--- src/hw/rtl/tdlm_pkg.sv ---
// types, phase constants and helpers for the two-wire display link master
`default_nettype none

package tdlm_pkg;

  localparam int unsigned PHASE_W = 6;
  localparam int unsigned BYTE_W  = 8;

  localparam logic [PHASE_W-1:0] PH_IDLE     = 6'd0;
  localparam logic [PHASE_W-1:0] PH_START    = 6'd1;
  localparam logic [PHASE_W-1:0] PH_START_LO = 6'd2;
  localparam logic [PHASE_W-1:0] PH_BITS     = 6'd3;
  localparam logic [PHASE_W-1:0] PH_LAST_BIT = 6'd26;
  localparam logic [PHASE_W-1:0] PH_ACK_LO   = 6'd27;
  localparam logic [PHASE_W-1:0] PH_ACK_HI   = 6'd28;
  localparam logic [PHASE_W-1:0] PH_STOP     = 6'd29;
  localparam logic [PHASE_W-1:0] PH_STOP_LO  = 6'd30;
  localparam logic [PHASE_W-1:0] PH_STOP_CH  = 6'd31;
  localparam logic [PHASE_W-1:0] PH_END      = 6'd32;

  localparam logic OP_WRITE = 1'b0;
  localparam logic OP_READ  = 1'b1;

  typedef enum logic [1:0] {
    SUB_CLK_LO,
    SUB_DATA,
    SUB_CLK_HI
  } bit_sub_e;

  typedef struct packed {
    logic              req_valid;
    logic              opcode;
    logic [BYTE_W-1:0] tx_byte;
    logic              with_start;
    logic              with_stop;
    logic              dio_level;
  } tdlm_item_t;

  typedef struct packed {
    logic              clk_level;
    logic              dio_out;
    logic              accepted;
    logic              busy_res;
    logic              ack_bit;
    logic [BYTE_W-1:0] rx_byte;
    logic              byte_done;
  } tdlm_res_t;

  // position of a bit phase within its three-phase group
  function automatic bit_sub_e bit_sub(input logic [PHASE_W-1:0] phase);
    bit_sub_e sub;
    case (phase) inside
      6'd3, 6'd6, 6'd9, 6'd12, 6'd15, 6'd18, 6'd21, 6'd24: sub = SUB_CLK_LO;
      6'd4, 6'd7, 6'd10, 6'd13, 6'd16, 6'd19, 6'd22, 6'd25: sub = SUB_DATA;
      default: sub = SUB_CLK_HI;
    endcase
    return sub;
  endfunction

endpackage

`default_nettype wire

--- src/hw/rtl/tdlm_seq.sv ---
// phase sequencer: pin state, shift register and per-tick result
`default_nettype none

module tdlm_seq (
  input  wire logic               clk_i,
  input  wire logic               rst_ni,
  input  wire logic               step_i,
  input  wire tdlm_pkg::tdlm_item_t item_i,
  output      tdlm_pkg::tdlm_res_t  res_o
);
  import tdlm_pkg::*;

  logic [PHASE_W-1:0] phase_q, phase_d;
  logic [BYTE_W-1:0]  shift_q, shift_d;
  logic               rd_q, rd_d;
  logic               stop_q, stop_d;
  logic               clk_q, clk_d;
  logic               dio_q, dio_d;
  logic               ack_q, ack_d;
  logic [BYTE_W-1:0]  rx_q, rx_d;

  logic               run;
  logic               idle;
  logic [PHASE_W-1:0] p;
  logic [BYTE_W-1:0]  sr;
  logic               rd;
  logic               sp;
  logic [BYTE_W-1:0]  sr_in;

  always_comb begin
    idle = (phase_q == PH_IDLE);
    run  = item_i.req_valid || !idle;
    if (idle) begin
      p  = item_i.with_start ? PH_START : PH_BITS;
      sr = (item_i.opcode == OP_READ) ? '0 : item_i.tx_byte;
      rd = (item_i.opcode == OP_READ);
      sp = item_i.with_stop;
    end else begin
      p  = phase_q;
      sr = shift_q;
      rd = rd_q;
      sp = stop_q;
    end
    sr_in = {item_i.dio_level, sr[BYTE_W-1:1]};

    phase_d = p + 1'b1;
    shift_d = sr;
    rd_d    = rd;
    stop_d  = sp;
    clk_d   = clk_q;
    dio_d   = dio_q;
    ack_d   = ack_q;
    rx_d    = rx_q;

    if (p == PH_START) begin
      clk_d = 1'b1;
      dio_d = 1'b1;
    end else if (p == PH_START_LO) begin
      dio_d = 1'b0;
    end else if (p >= PH_BITS && p <= PH_LAST_BIT) begin
      case (bit_sub(p))
        SUB_CLK_LO: clk_d = 1'b0;
        SUB_DATA:   dio_d = rd ? 1'b1 : sr[0];
        SUB_CLK_HI: begin
          clk_d = 1'b1;
          if (rd) begin
            shift_d = sr_in;
            if (p == PH_LAST_BIT) begin
              rx_d = sr_in;
            end
          end else begin
            shift_d = {1'b0, sr[BYTE_W-1:1]};
          end
        end
        default: phase_d = PH_IDLE;
      endcase
    end else if (p == PH_ACK_LO) begin
      clk_d = 1'b0;
      dio_d = 1'b1;
    end else if (p == PH_ACK_HI) begin
      clk_d   = 1'b1;
      ack_d   = item_i.dio_level;
      phase_d = sp ? PH_STOP : PH_IDLE;
    end else if (p == PH_STOP) begin
      clk_d = 1'b0;
    end else if (p == PH_STOP_LO) begin
      dio_d = 1'b0;
    end else if (p == PH_STOP_CH) begin
      clk_d = 1'b1;
    end else if (p == PH_END) begin
      dio_d   = 1'b1;
      phase_d = PH_IDLE;
    end else begin
      phase_d = PH_IDLE;
    end

    // idle tick with no request leaves everything as it is
    if (!run) begin
      phase_d = phase_q;
      shift_d = shift_q;
      rd_d    = rd_q;
      stop_d  = stop_q;
      clk_d   = clk_q;
      dio_d   = dio_q;
      ack_d   = ack_q;
      rx_d    = rx_q;
    end

    res_o.clk_level = clk_d;
    res_o.dio_out   = dio_d;
    res_o.accepted  = idle && item_i.req_valid;
    res_o.busy_res  = (phase_d != PH_IDLE);
    res_o.ack_bit   = ack_d;
    res_o.rx_byte   = rx_d;
    res_o.byte_done = run && (phase_d == PH_IDLE);
  end

  always_ff @(posedge clk_i or negedge rst_ni) begin
    if (!rst_ni) begin
      phase_q <= PH_IDLE;
      shift_q <= '0;
      rd_q    <= 1'b0;
      stop_q  <= 1'b0;
      clk_q   <= 1'b1;
      dio_q   <= 1'b1;
      ack_q   <= 1'b1;
      rx_q    <= '0;
    end else if (step_i) begin
      phase_q <= phase_d;
      shift_q <= shift_d;
      rd_q    <= rd_d;
      stop_q  <= stop_d;
      clk_q   <= clk_d;
      dio_q   <= dio_d;
      ack_q   <= ack_d;
      rx_q    <= rx_d;
    end
  end

  a_phase_range: assert property (@(posedge clk_i) disable iff (!rst_ni)
    phase_q <= PH_END)
    else $error("phase counter left the schedule");

  a_done_idle: assert property (@(posedge clk_i) disable iff (!rst_ni)
    step_i && res_o.byte_done |=> phase_q == PH_IDLE)
    else $error("sequencer not idle after completion");

  a_no_stop_end: assert property (@(posedge clk_i) disable iff (!rst_ni)
    step_i && phase_q == PH_ACK_HI && !stop_q |=> phase_q == PH_IDLE && clk_q)
    else $error("transaction without stop did not end high after ack");

endmodule

`default_nettype wire

--- src/hw/rtl/two_wire_display_link_master.sv ---
// top level: input and result registers around the phase sequencer
// path: a beat accepted on s_axis is held in the input register, then in the result register, and leaves on m_axis
// throughput: one beat per cycle while m_axis_tready is high, one result beat for every input beat
// the sequencer advances one pin phase per beat, unless idle with no request, as the result register drains
// reset: asynchronous active low, clock and data pins released high, sequencer idle
`default_nettype none

module two_wire_display_link_master (
  input  wire logic        clk_i,
  input  wire logic        rst_ni,
  input  wire logic        s_axis_tvalid,
  output      logic        s_axis_tready,
  // [0] req_valid, [8:1] tx_byte, [9] with_start, [10] with_stop, [11] dio_level, [15:12] zero
  input  wire logic [15:0] s_axis_tdata,
  // [0] opcode
  input  wire logic        s_axis_tuser,
  output      logic        m_axis_tvalid,
  input  wire logic        m_axis_tready,
  // [0] clk_level, [1] dio_out, [2] accepted, [3] busy_res, [4] ack_bit,
  // [12:5] rx_byte, [13] byte_done, [15:14] zero
  output      logic [15:0] m_axis_tdata
);
  import tdlm_pkg::*;

  logic       in_vld_q;
  tdlm_item_t in_q;
  tdlm_item_t in_d;
  logic       out_vld_q;
  tdlm_res_t  out_q;
  tdlm_res_t  res;
  logic       adv;
  logic       step;
  logic       s_beat;

  assign adv           = !out_vld_q || m_axis_tready;
  assign step          = in_vld_q && adv;
  assign s_axis_tready = !in_vld_q || adv;
  assign s_beat        = s_axis_tvalid && s_axis_tready;

  always_comb begin
    in_d.req_valid  = s_axis_tdata[0];
    in_d.opcode     = s_axis_tuser;
    in_d.tx_byte    = s_axis_tdata[8:1];
    in_d.with_start = s_axis_tdata[9];
    in_d.with_stop  = s_axis_tdata[10];
    in_d.dio_level  = s_axis_tdata[11];
  end

  always_ff @(posedge clk_i or negedge rst_ni) begin
    if (!rst_ni) begin
      in_vld_q  <= 1'b0;
      out_vld_q <= 1'b0;
    end else begin
      if (s_beat) begin
        in_vld_q <= 1'b1;
      end else if (adv) begin
        in_vld_q <= 1'b0;
      end
      if (adv) begin
        out_vld_q <= in_vld_q;
      end
    end
  end

  always_ff @(posedge clk_i) begin
    if (s_beat) begin
      in_q <= in_d;
    end
    if (step) begin
      out_q <= res;
    end
  end

  tdlm_seq u_seq (
    .clk_i  (clk_i),
    .rst_ni (rst_ni),
    .step_i (step),
    .item_i (in_q),
    .res_o  (res)
  );

  assign m_axis_tvalid = out_vld_q;
  assign m_axis_tdata  = {2'b00, out_q.byte_done, out_q.rx_byte, out_q.ack_bit,
                          out_q.busy_res, out_q.accepted, out_q.dio_out, out_q.clk_level};

endmodule

`default_nettype wire
--- config.mk ---
export PLATFORM = sky130hd
export DESIGN_NAME = two_wire_display_link_master
export DESIGN_NICKNAME = d
export VERILOG_FILES = /design/src/hw/rtl/tdlm_pkg.sv /design/src/hw/rtl/tdlm_seq.sv /design/src/hw/rtl/two_wire_display_link_master.sv
export SDC_FILE = /design/constraint.sdc
export NUM_CORES = 1
export LEC_CHECK = 0
export ABC_AREA = 1
export BUFFER_PORTS_ARGS = -buffer_cell sky130_fd_sc_hd__buf_2
export CORE_AREA = 2 2 73 75
export CTS_CLUSTER_DIAMETER = 80
export CTS_CLUSTER_SIZE = 8
export DETAILED_ROUTE_END_ITERATION = 6
export DIE_AREA = 0 0 75 77
export GPL_ROUTABILITY_DRIVEN = 0
export HOLD_SLACK_MARGIN = 0.05
export PLACE_DENSITY = 0.89
export SLEW_MARGIN = 20
export SYNTH_ARGS = -nofsm -noshare
export SYNTH_HDL_FRONTEND = slang
export SYNTH_SLANG_ARGS = --single-unit
--- constraint.sdc ---
create_clock -name clk_i -period 5.1 [get_ports clk_i]
set_input_delay 0.51 -clock clk_i [delete_from_list [all_inputs] [get_ports clk_i]]
set_output_delay 0.51 -clock clk_i [all_outputs]
set_load 0.005 [all_outputs]
==> flow_metrics.py <==
metrics = {
    "timing": {
        "fin_ws_ns": 2.72,
        "whs_ns": 0.205,
        "final.setup_skew_ns": 0.0109,
        "timing_hold_violations_final": 0,
        "maxSlewViolCount": 0,
        "tightestPinTransition_ns": 0.689,
        "max_slew_margin_pct": 53.9,
        "min_period_ns": 2.38,
        "clock.fmax_mhz": 420,
        "fin_crit_sh_pct": 46.6,
        "fin_tns_setup_ns": 0,
        "rsz0062_at_grt": "false",
        "setup-violations-final": 0,
    },
    "logic_synthesis": {
        "syn_area_per_cell_sq_um": 8.76,
        "synthTopCellsByCount": "nand2_1, inv_1, nand3_1, nor2_1, edfxtp_1",
        "yosysSeqAreaShare_pct": 52.0,
        "muxShareOfSynthArea_pct": 0,
        "synth_fa_ha_area_share_pct": 0,
        "synth_edf_count": 27,
        "ys_types": 34,
        "synth_top_area_share_pct": 27.4,
        "yosysWarnings": 0,
        "synth_compound_area_share_pct": 10.2,
        "yosys-top-cells-area": "edfxtp_1, dfrtp_1, nand2_1",
        "synth-simple-area-share_pct": 28.4,
        "yosysTopAreaCell": "edfxtp_1",
        "synth_ff_type": "edfxtp_1",
        "async_flop_share_pct": 51.8,
        "syn_inst": 338,
        "ys_ff_latch": 56,
        "synth_top_family_by_area": "simple AND/OR/NAND/NOR gates",
        "synth_xor_area_share_pct": 0.591,
        "yosysMostFrequentCell": "nand2_1",
        "synth_area_sq_mm": 0.00296,
    },
    "floorplanning": {
        "fp.dieW_microns": 75,
        "rows": 26,
        "fp.dieH_microns": 77,
        "io_pins": 39,
        "start_util_pct": 59.5,
        "die_area_sq_mm": 0.00578,
        "core_area_sq_mm": 0.00498,
    },
    "placement": {
        "place_ws_ns": 2.71,
        "portBuffers": 32,
        "hpwl_mm": 3.94,
    },
    "route": {
        "vias_per_cell": 5.12,
        "drt_iter0_markers": 211,
        "firstDrtPassIters": 4,
        "routed_wl_mm": 5.30,
        "postRouteAntennaNets": 0,
        "drcViolationCount": 0,
        "routedWlPerCell_microns": 12.0,
        "vias": 2253,
    },
    "layout": {
        "final_nets": 390,
        "fill_cells": 396,
        "final_core_util_pct": 65.3,
        "diodes": 0,
        "multiInputGateArea_sq_mm": 0.00117,
        "seq_area_sq_mm": 0.00154,
        "drive_above_1_share_pct": 20.5,
        "area_growth_pct": 9.80,
    },
    "clock_tree": {
        "h-tree-depth": 2,
        "root_buffer": "clkbuf_8",
        "clock_latency_ns": 0.32,
        "cts_resized": 0,
        "clockBufferDepth": 2,
        "cts.clk_slew.worst_paths_ns": 0.11,
        "cts_tree": "built",
        "cts_made_buffers": 5,
        "ctsHoldBuffers": 0,
        "cts_setup_buffers": 0,
        "cts_sinks": 56,
    },
    "critical_path": {
        "timing.rr.start": "u_seq.phase_q[3]",
        "critical_path_required_ns": 5.28,
        "critPathLaunchType": "register",
        "crit_chain": "nor2_4 -> nand3_4 -> nor2_1 -> nor2_1 -> inv_1 -> o21ai_0",
        "worstReg2RegEnd": "u_seq.rd_q",
        "reg2reg_slack_ns": 2.72,
        "reg2regPathDepth": 6,
        "worstSetupEndpointType": "register",
        "slowest_delay_ns": 0.47,
        "worstSetupPathType": "register to register",
        "path_max_fanout": 14,
        "critical_path_arrival_ns": 2.56,
        "path_common_cell": "nor2_1",
        "critPathSlowestCell": "dfrtp_1",
    },
    "grt": {
        "antenna_found_initial": 0,
        "grt_pass1_wl_mm": 9.24,
        "grt_max_degree": 47,
        "grt_pass1_vias": 2060,
        "grt_overflow": 0,
        "track_usage_pct": 20.5,
    },
    "power": {
        "ir_drop_v": 0.000298,
        "leakage_uw": 0.00154,
        "power_density_mw_per_mm2": 590,
    },
    "min_path": {
        "holdCritPathClass": "input port to async pin",
    },
    "flow_run": {
        "maxCapViolations": 0,
    },
    "run_status": {
        "status": "finished clean",
    },
}
==> stage by stage <==
stage                     area (sq um)  std cells  total power, uW
final                             3250        440             1920
after global routing              3250        440             2100
after CTS                         3250        440             1920
after detailed placement          3160        432             1670
after global placement            3160        432             1630
after floorplan                   2970        339             1480
==> routing by layer <==
layer  wire [microns]  vias up  GRT usage, %
li1                 -     1154             -
met1             2410     1008          31.1
met2             2430       83          30.0
met3              382        8          4.34
met4               73        0          5.54
met5                0        -             0
==> where the power goes <==
group	total [uW]	internal, uW	switching [uW]
logic	1010	334	672
registers	664	611	52.8
clock network	248	100	148
==> critical path: cells and delay by family (launching register included) <==
family                 cells  cell delay (ns)
buffers and inverters      1             0.36
AOI/OAI and AO/OA          1             0.16
DFF                        1             0.47
and+or+nand+nor            4             1.24
==> cell families after synthesis <==
logic type,count (synthesis)
simple gates,170
buf+inv,61
flops,56
compound gates,48
xor+xnor,2
other cells,1
==> cell type report <==
class	instances	area share, %
clock buffer	5	2.12
clock inverter	3	0.770
inverter	51	5.96
multi-input combinational	222	35.9
sequential	56	47.4
tap	70	2.69
timing repair buffer	33	5.16
==> flip-flops by register name, indices dropped and copies added, names as in the netlist <==
signal and count:
u_seq.stop_q 1, u_seq.clk_q 1, u_seq.shift_q 8, u_seq.phase_q 6, m_axis_tvalid 1, u_seq.rd_q 1
in_q 13, u_seq.dio_q 1, u_seq.ack_q 1, m_axis_tdata 14, in_vld_q 1, u_seq.rx_q 8
==> worst max path at each step <==
stage,start,end,slack (ns)
2_1_floorplan,u_seq.phase_q[3],m_axis_tdata[13],3.24
3_3_place_gp,u_seq.phase_q[3],u_seq.rd_q,2.81
3_5_place_dp,u_seq.phase_q[3],u_seq.rd_q,2.71
4_1_cts,u_seq.phase_q[3],u_seq.rd_q,2.70
5_1_grt,u_seq.phase_q[3],m_axis_tdata[13],2.48
6_report,u_seq.phase_q[3],u_seq.rd_q,2.72
==> cell usage in the layout (no fill, tap or decap), drive strengths merged <==
master,Yosys,final
o21ai,25,25
nand4,6,6
nand3,32,32
buf,8,33
conb,1,2
nand2,93,93
xor2,2,2
a31oi,1,1
o22ai,1,1
inv,51,53
a22o,8,8
dfrtp,26,26
nor2,38,38
a21oi,11,11
and3,1,1
dfstp,3,3
a22oi,2,2
clkinvlp,0,1
edfxtp,27,27
clkbuf,2,5
(Power assumes the default switching activity.)
